[config.mk]
export PLATFORM = sky130hd
export DESIGN_NAME = stepper_command_can_framer
export DESIGN_NICKNAME = d
export VERILOG_FILES = /design/src/rtl/core/sccf_pkg.sv /design/src/rtl/core/sccf_front.sv /design/src/rtl/core/sccf_queue.sv /design/src/rtl/core/sccf_back.sv /design/src/rtl/core/stepper_command_can_framer.sv
export SDC_FILE = /design/constraint.sdc
export NUM_CORES = 1
export LEC_CHECK = 0
export BUFFER_PORTS_ARGS = -buffer_cell sky130_fd_sc_hd__buf_4
export CAP_MARGIN = 30
export CORE_MARGIN = 10
export CORE_UTILIZATION = 50
export CTS_BUF_LIST = sky130_fd_sc_hd__clkbuf_8
export CTS_CLUSTER_SIZE = 12
export DETAILED_ROUTE_END_ITERATION = 10
export PLACE_DENSITY = 0.77
export SYNTH_ARGS = -nofsm -noshare
export SYNTH_HDL_FRONTEND = slang
export SYNTH_HIERARCHICAL = 1
export SYNTH_SLANG_ARGS = --single-unit
[constraint.sdc]
create_clock -name clk_i -period 17.55 [get_ports clk_i]
set_input_delay 1.755 -clock clk_i [delete_from_list [all_inputs] [get_ports clk_i]]
set_output_delay 1.755 -clock clk_i [all_outputs]
set_load 0.01 [all_outputs]
[src/rtl/core/sccf_pkg.sv]
// shared types and constants for the stepper command can framer
// depends on nothing; used by sccf_front, sccf_queue, sccf_back and the top level
package sccf_pkg;

  // command kinds carried on the input tuser
  typedef enum logic [2:0] {
    OP_ENABLE      = 3'd0,
    OP_STOP        = 3'd1,
    OP_VELOCITY    = 3'd2,
    OP_POSITION    = 3'd3,
    OP_SET_MODE    = 3'd4,
    OP_CLEAR_STALL = 3'd5,
    OP_SYNC        = 3'd6
  } op_e;

  // function codes and fixed bytes of the command set
  localparam logic [7:0] CMD_END        = 8'h6B;
  localparam logic [7:0] FC_ENABLE      = 8'hF3;
  localparam logic [7:0] SUB_ENABLE     = 8'hAB;
  localparam logic [7:0] FC_STOP        = 8'hFE;
  localparam logic [7:0] SUB_STOP       = 8'h98;
  localparam logic [7:0] FC_VELOCITY    = 8'hF6;
  localparam logic [7:0] FC_POSITION    = 8'hFD;
  localparam logic [7:0] FC_SET_MODE    = 8'h46;
  localparam logic [7:0] SUB_SET_MODE   = 8'h69;
  localparam logic [7:0] FC_CLEAR_STALL = 8'h0E;
  localparam logic [7:0] SUB_CLR_STALL  = 8'h52;
  localparam logic [7:0] FC_SYNC        = 8'hFF;
  localparam logic [7:0] SUB_SYNC       = 8'h66;

  // stream widths
  localparam int unsigned IN_DATA_W  = 88;
  localparam int unsigned IN_USER_W  = 3;
  localparam int unsigned OUT_DATA_W = 88;

  // command queue between front and back
  localparam int unsigned QUEUE_DEPTH = 2;
  localparam int unsigned QPTR_W      = $clog2(QUEUE_DEPTH);
  localparam int unsigned QCNT_W      = $clog2(QUEUE_DEPTH + 1);

  // one classified command, ready to be framed
  typedef struct packed {
    logic [7:0]  addr;
    logic [63:0] f0_payload;
    logic [3:0]  f0_count;
    logic [63:0] f1_payload;
    logic [3:0]  f1_count;
    logic        two_frames;
  } entry_t;

  // one outgoing can frame
  typedef struct packed {
    logic [15:0] frame_id;
    logic [3:0]  byte_count;
    logic [63:0] payload;
    logic        last_frame;
  } frame_t;

endpackage

[src/rtl/core/sccf_front.sv]
// front end: unpacks an input transaction and builds the command bytes of both frames
// depends on sccf_pkg
module sccf_front (
  input  logic [sccf_pkg::IN_DATA_W-1:0] in_data_i,
  input  logic [sccf_pkg::IN_USER_W-1:0] in_user_i,
  output logic                           known_o,
  output sccf_pkg::entry_t               entry_o
);

  logic [7:0]  dir;
  logic [15:0] spd;
  logic [7:0]  acc;
  logic [31:0] pc;
  logic        absf;
  logic        snf;
  logic        en;
  logic        sv;
  logic [7:0]  mode;
  sccf_pkg::op_e op;

  assign dir  = in_data_i[15:8];
  assign spd  = in_data_i[31:16];
  assign acc  = in_data_i[39:32];
  assign pc   = in_data_i[71:40];
  assign absf = in_data_i[72];
  assign snf  = in_data_i[73];
  assign en   = in_data_i[74];
  assign sv   = in_data_i[75];
  assign mode = in_data_i[83:76];
  assign op   = sccf_pkg::op_e'(in_user_i);

  always_comb begin
    known_o             = 1'b1;
    entry_o.addr        = in_data_i[7:0];
    entry_o.f0_payload  = '0;
    entry_o.f0_count    = 4'd0;
    entry_o.f1_payload  = '0;
    entry_o.f1_count    = 4'd0;
    entry_o.two_frames  = 1'b0;
    unique case (op)
      sccf_pkg::OP_ENABLE: begin
        entry_o.f0_payload = {24'h0, sccf_pkg::CMD_END, 7'h0, snf, 7'h0, en,
                              sccf_pkg::SUB_ENABLE, sccf_pkg::FC_ENABLE};
        entry_o.f0_count   = 4'd5;
      end
      sccf_pkg::OP_STOP: begin
        entry_o.f0_payload = {32'h0, sccf_pkg::CMD_END, 7'h0, snf,
                              sccf_pkg::SUB_STOP, sccf_pkg::FC_STOP};
        entry_o.f0_count   = 4'd4;
      end
      sccf_pkg::OP_VELOCITY: begin
        entry_o.f0_payload = {8'h0, sccf_pkg::CMD_END, 7'h0, snf, acc, spd[7:0],
                              spd[15:8], dir, sccf_pkg::FC_VELOCITY};
        entry_o.f0_count   = 4'd7;
      end
      sccf_pkg::OP_POSITION: begin
        // first eight bytes, then the function code again with the tail
        entry_o.f0_payload = {pc[15:8], pc[23:16], pc[31:24], acc, spd[7:0],
                              spd[15:8], dir, sccf_pkg::FC_POSITION};
        entry_o.f0_count   = 4'd8;
        entry_o.f1_payload = {24'h0, sccf_pkg::CMD_END, 7'h0, snf, 7'h0, absf,
                              pc[7:0], sccf_pkg::FC_POSITION};
        entry_o.f1_count   = 4'd5;
        entry_o.two_frames = 1'b1;
      end
      sccf_pkg::OP_SET_MODE: begin
        entry_o.f0_payload = {24'h0, sccf_pkg::CMD_END, mode, 7'h0, sv,
                              sccf_pkg::SUB_SET_MODE, sccf_pkg::FC_SET_MODE};
        entry_o.f0_count   = 4'd5;
      end
      sccf_pkg::OP_CLEAR_STALL: begin
        entry_o.f0_payload = {40'h0, sccf_pkg::CMD_END, sccf_pkg::SUB_CLR_STALL,
                              sccf_pkg::FC_CLEAR_STALL};
        entry_o.f0_count   = 4'd3;
      end
      sccf_pkg::OP_SYNC: begin
        entry_o.f0_payload = {40'h0, sccf_pkg::CMD_END, sccf_pkg::SUB_SYNC,
                              sccf_pkg::FC_SYNC};
        entry_o.f0_count   = 4'd3;
      end
      default: begin
        // unused opcode, dropped
        known_o = 1'b0;
      end
    endcase
  end

endmodule

[src/rtl/core/sccf_queue.sv]
// short command queue between the front end and the frame sequencer
// depends on sccf_pkg
module sccf_queue (
  input  logic             clk_i,
  input  logic             rst_ni,
  input  logic             push_i,
  input  sccf_pkg::entry_t push_entry_i,
  output logic             full_o,
  input  logic             pop_i,
  output logic             valid_o,
  output sccf_pkg::entry_t head_o
);

  sccf_pkg::entry_t                  mem_q [sccf_pkg::QUEUE_DEPTH];
  logic [sccf_pkg::QPTR_W-1:0]       wr_ptr_q, wr_ptr_d;
  logic [sccf_pkg::QPTR_W-1:0]       rd_ptr_q, rd_ptr_d;
  logic [sccf_pkg::QCNT_W-1:0]       count_q, count_d;
  logic                              do_push, do_pop;

  localparam logic [sccf_pkg::QPTR_W-1:0] LastPtr =
    sccf_pkg::QPTR_W'(sccf_pkg::QUEUE_DEPTH - 1);
  localparam logic [sccf_pkg::QCNT_W-1:0] FullCount =
    sccf_pkg::QCNT_W'(sccf_pkg::QUEUE_DEPTH);

  assign full_o  = (count_q == FullCount);
  assign valid_o = (count_q != '0);
  assign head_o  = mem_q[rd_ptr_q];
  assign do_push = push_i && !full_o;
  assign do_pop  = pop_i && valid_o;

  always_comb begin
    wr_ptr_d = wr_ptr_q;
    rd_ptr_d = rd_ptr_q;
    count_d  = count_q;
    if (do_push) begin
      wr_ptr_d = (wr_ptr_q == LastPtr) ? '0 : wr_ptr_q + 1'b1;
    end
    if (do_pop) begin
      rd_ptr_d = (rd_ptr_q == LastPtr) ? '0 : rd_ptr_q + 1'b1;
    end
    if (do_push && !do_pop) begin
      count_d = count_q + 1'b1;
    end else if (do_pop && !do_push) begin
      count_d = count_q - 1'b1;
    end
  end

  always_ff @(posedge clk_i or negedge rst_ni) begin
    if (!rst_ni) begin
      wr_ptr_q <= '0;
      rd_ptr_q <= '0;
      count_q  <= '0;
    end else begin
      wr_ptr_q <= wr_ptr_d;
      rd_ptr_q <= rd_ptr_d;
      count_q  <= count_d;
    end
  end

  always_ff @(posedge clk_i) begin
    if (do_push) begin
      mem_q[wr_ptr_q] <= push_entry_i;
    end
  end

endmodule

[src/rtl/core/sccf_back.sv]
// back end: walks the frames of the queue head into the output register
// depends on sccf_pkg
module sccf_back (
  input  logic             clk_i,
  input  logic             rst_ni,
  input  logic             head_valid_i,
  input  sccf_pkg::entry_t head_i,
  output logic             pop_o,
  output logic             out_valid_o,
  input  logic             out_ready_i,
  output sccf_pkg::frame_t out_frame_o
);

  logic             valid_q, valid_d;
  logic             second_q, second_d;
  sccf_pkg::frame_t frame_q, frame_d;
  logic             load;

  // output register may take a new frame when empty or being drained
  assign load = head_valid_i && (!valid_q || out_ready_i);

  always_comb begin
    valid_d  = valid_q;
    second_d = second_q;
    frame_d  = frame_q;
    pop_o    = 1'b0;
    if (valid_q && out_ready_i) begin
      valid_d = 1'b0;
    end
    if (load) begin
      valid_d = 1'b1;
      if (!second_q) begin
        frame_d.frame_id   = {head_i.addr, 8'd0};
        frame_d.byte_count = head_i.f0_count;
        frame_d.payload    = head_i.f0_payload;
        frame_d.last_frame = !head_i.two_frames;
        second_d           = head_i.two_frames;
        pop_o              = !head_i.two_frames;
      end else begin
        frame_d.frame_id   = {head_i.addr, 8'd1};
        frame_d.byte_count = head_i.f1_count;
        frame_d.payload    = head_i.f1_payload;
        frame_d.last_frame = 1'b1;
        second_d           = 1'b0;
        pop_o              = 1'b1;
      end
    end
  end

  always_ff @(posedge clk_i or negedge rst_ni) begin
    if (!rst_ni) begin
      valid_q  <= 1'b0;
      second_q <= 1'b0;
    end else begin
      valid_q  <= valid_d;
      second_q <= second_d;
    end
  end

  always_ff @(posedge clk_i) begin
    frame_q <= frame_d;
  end

  assign out_valid_o = valid_q;
  assign out_frame_o = frame_q;

endmodule

[src/rtl/core/stepper_command_can_framer.sv]
// top level of the stepper command can framer
// depends on sccf_pkg, sccf_front, sccf_queue and sccf_back
//
// usage:
//   the slave stream carries one stepper command per transaction: the command kind
//   on s_axis_tuser_i and its operands packed in s_axis_tdata_i. the master stream
//   gives one can frame per transaction: id, data length code and data bytes in
//   m_axis_tdata_o, with m_axis_tlast_o high on the final frame of a command.
//   the position command yields two frames, every other command one frame, and
//   an unused command kind is taken and dropped without a frame.
// first frame: a command enters the two-entry queue at the accepting edge, and its first
//   frame is loaded from the queue head into the output register once that is free.
// throughput: one frame per cycle while m_axis_tready_i is high, set by the single
//   output register; a position command gives two frames. new commands are taken while
//   frames of earlier ones are still waiting, as long as the queue has room.
// reset: rst_ni clears the queue, the frame sequencer and the output valid; no
//   clearing pass is needed, the block accepts right after reset.
// stall: when m_axis_tready_i is low the frame holds in the output register, the
//   queue fills, and s_axis_tready_o drops once both queue entries are taken.
module stepper_command_can_framer (
  input  logic                            clk_i,
  input  logic                            rst_ni,
  // slave stream: commands
  input  logic                            s_axis_tvalid_i,
  output logic                            s_axis_tready_o,
  // motor_addr[7:0], direction[15:8], speed[31:16], accel[39:32],
  // pulse_count[71:40], absolute[72], sync_flag[73], enable[74], save[75],
  // loop_mode[83:76], zero fill[87:84]
  input  logic [sccf_pkg::IN_DATA_W-1:0]  s_axis_tdata_i,
  // opcode[2:0]
  input  logic [sccf_pkg::IN_USER_W-1:0]  s_axis_tuser_i,
  // master stream: can frames
  output logic                            m_axis_tvalid_o,
  input  logic                            m_axis_tready_i,
  // frame_id[15:0], byte_count[19:16], payload[83:20], zero fill[87:84]
  output logic [sccf_pkg::OUT_DATA_W-1:0] m_axis_tdata_o,
  // last_frame
  output logic                            m_axis_tlast_o
);

  logic             known;
  logic             q_full;
  logic             q_valid;
  logic             q_pop;
  logic             q_push;
  sccf_pkg::entry_t front_entry;
  sccf_pkg::entry_t head_entry;
  sccf_pkg::frame_t out_frame;

  // classify and build command bytes
  sccf_front u_front (
    .in_data_i (s_axis_tdata_i),
    .in_user_i (s_axis_tuser_i),
    .known_o   (known),
    .entry_o   (front_entry)
  );

  // taking a transaction only needs room in the queue; unused kinds are not queued
  assign s_axis_tready_o = !q_full;
  assign q_push          = s_axis_tvalid_i && !q_full && known;

  sccf_queue u_queue (
    .clk_i        (clk_i),
    .rst_ni       (rst_ni),
    .push_i       (q_push),
    .push_entry_i (front_entry),
    .full_o       (q_full),
    .pop_i        (q_pop),
    .valid_o      (q_valid),
    .head_o       (head_entry)
  );

  // frame sequencer and output register
  sccf_back u_back (
    .clk_i        (clk_i),
    .rst_ni       (rst_ni),
    .head_valid_i (q_valid),
    .head_i       (head_entry),
    .pop_o        (q_pop),
    .out_valid_o  (m_axis_tvalid_o),
    .out_ready_i  (m_axis_tready_i),
    .out_frame_o  (out_frame)
  );

  assign m_axis_tdata_o = {4'h0, out_frame.payload, out_frame.byte_count, out_frame.frame_id};
  assign m_axis_tlast_o = out_frame.last_frame;

endmodule

* Word-level counts from Yosys, hierarchy flattened
Memories as Yosys holds them, arrays and structs flattened. Cells that the tools add are included.
Storage, ports and cells: output and inout port bits 91, memory bits (writable) 240, memories 1, logic and storage cells 55, input port bits 95, flip-flop bits (word level) 91
Operators by class: $add $sub $neg 4, equal/unequal tests 7, reduce and logical (&&, ||, !) cells 19, mux-type cells 15
Memory list:
- u_queue.mem_q | depth 2, width 120, rd ports 1, clocked after memory_dff 0, write ports 1, RTL line sccf_queue.sv:14 | sccf_pkg::entry_t mem_q [sccf_pkg::QUEUE_DEPTH];
Operator list (count):
- one-hot mux 68 bit (7 select lines) | 1
- two-way mux 70 bit | 1
- two-way mux 44 bit | 1
- two-way mux 1 bit | 10
- == test 3 bit, second input constant | 3
- logical AND 1 bit | 8
- OR reduction 7 bit | 1
- == test 3 x 2 -> 1 bit, second input constant | 2
- nonzero test 2 bit | 3
- logical NOT 1 bit | 5
- two-way mux 2 bit | 2
- == test 3 x 1 -> 1 bit, second input constant | 1
- logical NOT 3 bit | 1
- adder 1 bit, second input constant | 2
- adder 2 x 1 -> 2 bit, second input constant | 1
- == test 2 bit, second input constant | 1
- subtractor 2 x 1 -> 2 bit, second input constant | 1
- logical OR 1 bit | 1

* Depth between registers and ports, before layout
Gate-level depths: netlist (run 1).
depth in word-level cells 9, mapped depth 10, gate-level depth less buffers 9

* Cells and area by module
Netlist (run 1), hierarchy kept.
By module, submodules not included:
- sccf_queue | times used 1, seq. area each 8808.4 um^2, cells an instance 470, area an instance 10744.1 um^2
- sccf_back | times used 1, seq. area each 2392.3 um^2, cells an instance 172, area an instance 3348.2 um^2
- sccf_front | times used 1, seq. area each 0.0 um^2, cells an instance 214, area an instance 1300.0 um^2
- stepper_command_can_framer | times used 1, seq. area each 0.0 um^2, cells an instance 7, area an instance 46.3 um^2

* Least setup slack after synthesis (run 1)
No wires, ideal clock.
kind in2reg, start point in s_axis_tuser_i[0] (netlist bit), end point mem u_queue/mem_q[0][0] (netlist bit), enable pin, arrival time 8273 ps, path buffers 1, data required time 16899 ps, slack 8626 ps, library setup time 651 ps, stages on the path 5, path through buf_2 nand3_1 and3b_1 nand2_1 nor2_1
Between the ends: word-level cells in the longest chain between the ends 7, elaborated cells between the ends (all ways) 13, classes of those cells eq/ne: 6; mux: 3; reduce/logical: 4
RTL lines:
- start, declared | RTL line stepper_command_can_framer.sv:31 | input logic [sccf_pkg::IN_USER_W-1:0] s_axis_tuser_i,
- == test 3 x 1 -> 1 bit, or another cell as far along | RTL line sccf_front.sv:40 | unique case (op)
- OR reduction 7 bit (no source line) (*)
- two-way mux 1 bit (*) | RTL line sccf_front.sv:40
- via known | RTL line stepper_command_can_framer.sv:41 | logic known;
- logical AND 1 bit (*) | RTL line stepper_command_can_framer.sv:60 | assign q_push = s_axis_tvalid_i && !q_full && known;
- via q_push | RTL line stepper_command_can_framer.sv:45 | logic q_push;
- logical AND 1 bit (*) | RTL line sccf_queue.sv:28 | assign do_push = push_i && !full_o;
- two-way mux 1 bit (*) | RTL line sccf_queue.sv:61 | if (do_push) begin
- two-way mux 1 bit (not written as such) (*) | RTL line sccf_queue.sv:62 | mem_q[wr_ptr_q] <= push_entry_i;
- end, declared | RTL line sccf_queue.sv:14
Mark *: on every way through the listed nets, which the timed path passes. The rest lies on a longest branch.

* Worst setup path after layout (run 1)
start point in s_axis_tuser_i[0] (netlist bit), end point mem u_queue/mem_q[0][107] (netlist bit), enable pin
Same word-level chain as after synthesis.

==> metrics.md, run 1 <==
| Metric | Value |
|---|---|
| Outcome | finished clean |
| Pwr dens | 163 nW/um2 |
| Starting DRT DRC Count | 491 |
| Initial Util | 50.6% |
| Max cap viols | 0 |
| Critical path type | input port to register |
| Post-DP HPWL | 17,700 um |
| Fin. Hold Viols | 0 |
| Post-Syn Area | 15,400 um2 |
| Core area | 30,500 um2 |
| Power Total | 2.88 mW |
| Leakage | 6.57 nW |
| Worst clock skew | 0.0254 ns |
| Peak Freq | 253 MHz |
| Post-synth top flop | edfxtp_1 |
| Post-Route WL | 29,400 um |
| Post-CTS sizing | 0 |
| Clk_lat worst skew | 0.59 ns |
| PortBufs | 170 |
| Yosys warns | 6 |
| Rows | 64 |
| Area of the multi-input gates | 3440 um2 |
| Unrepaired setup endpoints after global routing | false |
| CTS tree | yes |
| Chip height | 196 um |
| Library cells used by synthesis | 38 |
| Hold Path Class | register to register |
| Sink Count | 374 |
| Min Tclk post-route | 3.96 ns |
| Setup Buffers After CTS | 0 |
| CP Capture Type | register |
| Gate Count Post-Synth | 863 |
| Antenna violations before repair | 0 |
| Clk root buf | clkbuf_8 |
| TritonRoute pass-1 iters | 4 |
| Hold_buf cts | 0 |
| Residual DRC count | 0 |
| IO Pins | 186 |
| GRT met1 Usage | 19.1% |
| Max-slew headroom | 34.8% |
| Final setup fails | 0 |
| Setup crit start kind | input port |
| CP Data Required Time | 17.78 ns |
| Filler Cell Count | 2,319 |
| Syn avg cell area | 17.9 um2 |
| Antenna-violating nets left | 0 |
| GR peak layer | met2 |
| CTS Buf Count | 58 |
| Area Growth Syn to Fin | 14.4% |
| Clk slew on worst S/H paths | 0.06 ns |
| Register area | 11,200 um2 |
| #FFs+latches synth | 374 |
| Fin crit share | 22.5% |
| Met2 usage | 24.0% |
| Total track usage | 15.0% |
| Via count | 7,523 |
| Antenna Cells | 0 |
| DR WL/cell | 20.0 um |
| Final setup TNS | 0 ns |
| First-pass GRT wire length | 45,700 um |
| GPL Wtd Cong | 0.723 |
| Vias in the first global route | 8,087 |
| Total die area | 38,300 um2 |
| Worst-margin pin slew | 0.978 ns |
| Nets | 1,134 |
| Most frequent cells in the layout | edfxtp_1, mux2_2, buf_4, clkbuf_8, conb_1 |
| Worst Path Max Fanout | 64 |
| Die W | 196 um |
| Post-synth EDFFs | 368 |
| M3 GR Usage | 5.18% |
| Gr ovfl total | 0 |
| Largest net degree at the start of global routing | 68 |
| Post-synth ARST share | 1.60% |
| VDD IR max | 0.109 mV |
| H-tree Lvls | 2 |
| CP arrival | 4.19 ns |
| Clock buffer depth | 3 |
| Register area share after synthesis | 72.6% |
| Most common cell after layout, fill and taps aside | edfxtp_1 |
| Vias/cell | 5.11 |
| Share of cells above drive strength 1 | 43.7% |
| Fin. max-slew vios | 0 |
## Yosys cell counts, types with 8 or more instances
| master | count | area [um2] |
|---|---|---|
| clkbuf_8 | 10 | 138 |
| buf_6 | 16 | 180 |
| nor2_1 | 8 | 30.0 |
| edfxtp_1 | 368 | 11100 |
| buf_4 | 80 | 601 |
| a21oi_1 | 10 | 50.1 |
| mux2_2 | 214 | 2410 |
| o21ai_0 | 15 | 75.1 |
| nand2_1 | 36 | 135 |
| inv_1 | 10 | 37.5 |
| and3_1 | 28 | 175 |
## layout make-up
class,instances,area share (%)
clock buffers,59,4.60
clock inverters,40,1.27
inverters,11,0.248
multi-input cells,411,19.4
flip-flops and latches,374,63.4
well taps,396,2.80
repair buffers,182,8.19
## flip-flops by register name, summed over array words and instances, names as in the netlist
register	cells
u_queue/count_q	2
u_queue/rd_ptr_q	1
u_queue/wr_ptr_q	1
u_queue/mem_q	290
u_back/out_frame_o	78
u_back/out_valid_o	1
u_back/second_q	1
## metal layers
metal | up-vias | wire (um)
met2 | 251 | 13900
li1 | 3486 | -
met4 | 0 | 478
met5 | - | 0
met1 | 3740 | 12500
met3 | 46 | 2500
## final timing paths
path	start	endpoint	slack (ns)	cells past startpoint
max reg2reg	u_queue/rd_ptr_q	u_back/out_frame_o[32]	14.66	4
max	s_axis_tuser_i[0]	u_queue/mem_q[0][107]	13.59	7
min	u_queue/count_q[1]	u_queue/count_q[1]	0.50	1
max in group asynchronous	rst_ni	u_back/second_q	16.44	1
min reg2reg	u_queue/count_q[1]	u_queue/count_q[1]	0.50	1
min in group asynchronous	rst_ni	u_back/out_valid_o	0.97	1
## critical path, cell delays in order
cell     delay, ns
buf_4         0.29
nand3_1       0.27
and3b_1       0.21
nand2_1       0.13
nor2_4        0.69
buf_4         0.43
buf_16        0.35
## logic make-up (layout without fill, tap and decap cells)
| group | after synthesis | count (layout) | share of synthesized area [%] |
|---|---|---|---|
| adders and majority gates | 1 | 1 | 0.0810 |
| AOI/OAI and AO/OA | 41 | 41 | 1.54 |
| buffers and inverters | 130 | 292 | 6.59 |
| DFF | 374 | 374 | 72.6 |
| and+or+nand+nor | 92 | 92 | 3.09 |
| xor gates and xnor gates | 6 | 6 | 0.340 |
| other | 3 | 55 | 0.0729 |
| muxes | 216 | 216 | 15.7 |
## where the power goes
part / switching (mW) / internal (mW) / leakage, nW / total (mW)
Clock: 0.313 / 0.340 / 0.635 / 0.652
Sequential: 0.107 / 1.31 / 3.52 / 1.42
Combinational: 0.392 / 0.415 / 2.41 / 0.807
## through the flow
stage / utilization, % / setup slack, ns / hold slack [ns] / instances / area [um2]
after floorplan: - / 8.63 / 0.426 / 915 / 15600
after global placement: 54.1 / 12.68 / 0.472 / 1369 / 16500
after detailed placement: 54.4 / 12.86 / 0.484 / 1373 / 16600
after CTS: 57.8 / 13.49 / 0.494 / 1472 / 17600
after global routing: 57.9 / 13.42 / 0.515 / 1473 / 17700
final: 57.9 / 13.59 / 0.505 / 1473 / 17700
(Power assumes the default switching activity.)
==> run 2: changes to the inputs <==
PLACE_DENSITY = 0.8   (was 0.77)
clock period = 3.3 ns   (was 17.55 ns; I/O delays follow)
==> run 2 against run 1 <==
Critical path depth down 4. Clock skew up 0.0099 ns. Global-route usage is 0.25 points higher. Die area is the same. Clock power rose to 5.2 times the previous value. Combinational power increased to 5.5 times the previous value. Non-clock buffer count is 12 higher. Via count unchanged. Worst setup slack lost 12 ns. Clock-buffer cell count shrank 1. Routed wire length is 0.99% higher. Cell area increased by 0.46%.
==> metrics.md, run 2 (synthesized netlist as in run 1, its figures left out) <==
| Metric | Value |
|---|---|
| Area Growth Syn to Fin | 15.0% |
| Initial Util | 50.6% (unchanged) |
| DP Area | 16,600 um2 (+0.21%) |
| Hold Path Class | input port to register |
| CP Capture Type | register |
| Total die area | 38,300 um2 (unchanged) |
| Setup crit start kind | register |
| Unrepaired setup endpoints after global routing | false |
| Antenna Cells | 0 (unchanged) |
| Fin. max-slew vios | 0 (unchanged) |
| IO Pins | 186 (unchanged) |
| Critical path type | register to register |
| PnR worst setup slack | 1.22 ns (-12.37 ns) |
| Sink Count | 374 (unchanged) |
| CTS Buf Count | 58 (unchanged) |
| Min-delay src | s_axis_tdata_i[61] |
| Die W | 196 um (unchanged) |
| Pwr dens | 860 nW/um2 (+430%) |
| Worst Path Max Fanout | 42 (-34%) |
| Worst setup startpoint | u_queue/rd_ptr_q |
| Leakage | 6.55 nW (-0.26%) |
| Worst flop-to-flop path endpoint | u_back/out_frame_o[43] |
| GPL Wtd Cong | 0.736 (+1.8%) |
| Worst-margin pin slew | 0.682 ns (-0.296 ns) |
| Outcome | finished clean |
| Clock buffer depth | 3 (unchanged) |
| Hold Worst Slack | 0.0499 ns (-0.455 ns) |
| Post-CTS sizing | 0 (unchanged) |
| Gr ovfl total | 0 (unchanged) |
| Vias/cell | 5.06 (-0.87%) |
| Rows | 64 (unchanged) |
| Max cap viols | 0 (unchanged) |
| CP max stage cell | dfrtp_4 |
| Chip height | 196 um (unchanged) |
| H-tree Lvls | 2 (unchanged) |
| Final setup fails | 0 (unchanged) |
| DR WL/cell | 20.0 um (+0.11%) |
| Worst Reg-to-Reg Cells | 3 (-1) |
| Place WS | 1.12 ns (-11.74 ns) |
| Biggest register | u_queue/mem_q |
| Max FFs per register | 290 (unchanged) |
| Worst R2R Start | u_queue/rd_ptr_q |
| Filler Cell Count | 2,306 (-0.56%) |
| Area of the multi-input gates | 3450 um2 (+0.29%) |
| Fin crit share | 62.9% |
| Clk root buf | clkbuf_8 |
| CP delay by family, top | multiplexers |
| Share of cells above drive strength 1 | 44.0% (+0.30 points) |
| CP arrival | 2.41 ns (-1.78 ns) |
| Starting DRT DRC Count | 437 (-11%) |
| Total track usage | 15.2% (+0.25 points) |
| Most frequent cells in the layout | edfxtp_1, mux2_2, buf_4, clkbuf_8, conb_1 |
| Critical path's largest stage delay | 0.56 ns (-0.13 ns) |
| Worst clock skew | 0.0353 ns (+0.00994 ns) |
| Nets | 1,146 (+1.1%) |
| Core area | 30,500 um2 (unchanged) |
| Largest net degree at the start of global routing | 99 (+46%) |
| Clk_lat worst skew | 0.59 ns (about the same) |
| CP Data Required Time | 3.63 ns (-14.15 ns) |
| Clk slew on worst S/H paths | 0.06 ns (about the same) |
| Residual DRC count | 0 (unchanged) |
| First-pass GRT wire length | 46,500 um (+1.7%) |
| Power Total | 15.3 mW (+430%) |
| Post-DP HPWL | 17,900 um (+1.2%) |
| VDD IR max | 0.605 mV (+460%) |
| Fin. Hold Viols | 0 (unchanged) |
| CP cell instances | buf_4 > mux2_2 > mux2_2 |
| Design Area, Final | 17,700 um2 (+0.46%) |
| Min Tclk post-route | 2.08 ns |
| Peak Freq | 481 MHz |
| Register area | 11,200 um2 (unchanged) |
| Crit path capture | u_back/out_frame_o[43] |
| Antenna-violating nets left | 0 (unchanged) |
| Flop-to-flop setup slack | 1.22 ns (-13.44 ns) |
| Via count | 7,523 (unchanged) |
| Buffer and inverter count on the worst path | 1 (-2) |
| Crit. path cell count | 3 (-4) |
| Setup Buffers After CTS | 0 (unchanged) |
| PortBufs | 170 (unchanged) |
| Vias in the first global route | 8,313 (+2.8%) |
| Max-slew headroom | 54.5% (+20 points) |
| Antenna violations before repair | 0 (unchanged) |
| Crit path top cell by count | mux2_2 |
| Post-Route WL | 29,700 um (+0.99%) |
| CTS tree | yes |
| TritonRoute pass-1 iters | 5 (+1) |
| Most common cell after layout, fill and taps aside | edfxtp_1 |
run 2: layout make-up:
class / instances / share of cell area [%]
multi-input combinational: 411 / 19.4
sequential: 374 / 63.2
timing repair buffer: 194 / 8.69
tap: 396 / 2.79
clock buffer: 58 / 4.50
inverter: 11 / 0.247
clock inverter: 42 / 1.21
run 2: worst min-delay path by stage:
stage	slack (ns)	cells past startpoint	end
floorplan	0.03	0	u_back/out_valid_o
CTS	0.004	3	u_queue/mem_q[0][105]
global route	0.02	2	u_queue/mem_q[0][93]
finish	0.05	2	u_queue/mem_q[0][126]
detailed placement	0.15	1	u_back/out_valid_o
global placement	0.15	1	u_back/out_valid_o
run 2: stage by stage:
stage | TNS, ns | util, % | std cells
after CTS | 0 | 58.2 | 1486
final | 0 | 58.2 | 1486
after global placement | 0 | 54.6 | 1377
after global routing | 0 | 58.2 | 1486
after floorplan | -21.08 | - | 915
after detailed placement | 0 | 54.6 | 1377
run 2: layer usage:
layer | global-route usage [%] | share of wire (%) | vias up
met3 | 3.94 | 7.2 | 38
met5 | 0 | 0 | -
met2 | 25.0 | 49 | 264
met1 | 19.7 | 42 | 3720
li1 | - | - | 3501
met4 | 4.19 | 1.6 | 0
run 2: worst reg2reg max path, cell delays in order, from the launching register on:
cell,delay (ns)
dfrtp_4,0.56
buf_4,0.54
mux2_2,0.45
mux2_2,0.27
run 2: power breakdown:
group | switching [mW] | leakage [nW] | internal (mW)
registers | 0.470 | 3.52 | 6.97
logic | 2.20 | 2.46 | 2.21
clock network | 1.71 | 0.570 | 1.72
total | 4.38 | 6.55 | 10.9
run 2: what timing repair did:
| action | 4_1_cts | 5_1_grt |
|---|---|---|
| hold buffers | 9 | 0 |
| endpoints found under the setup margin | 0 | 0 |
| hold endpoints to repair | 22 | 0 |
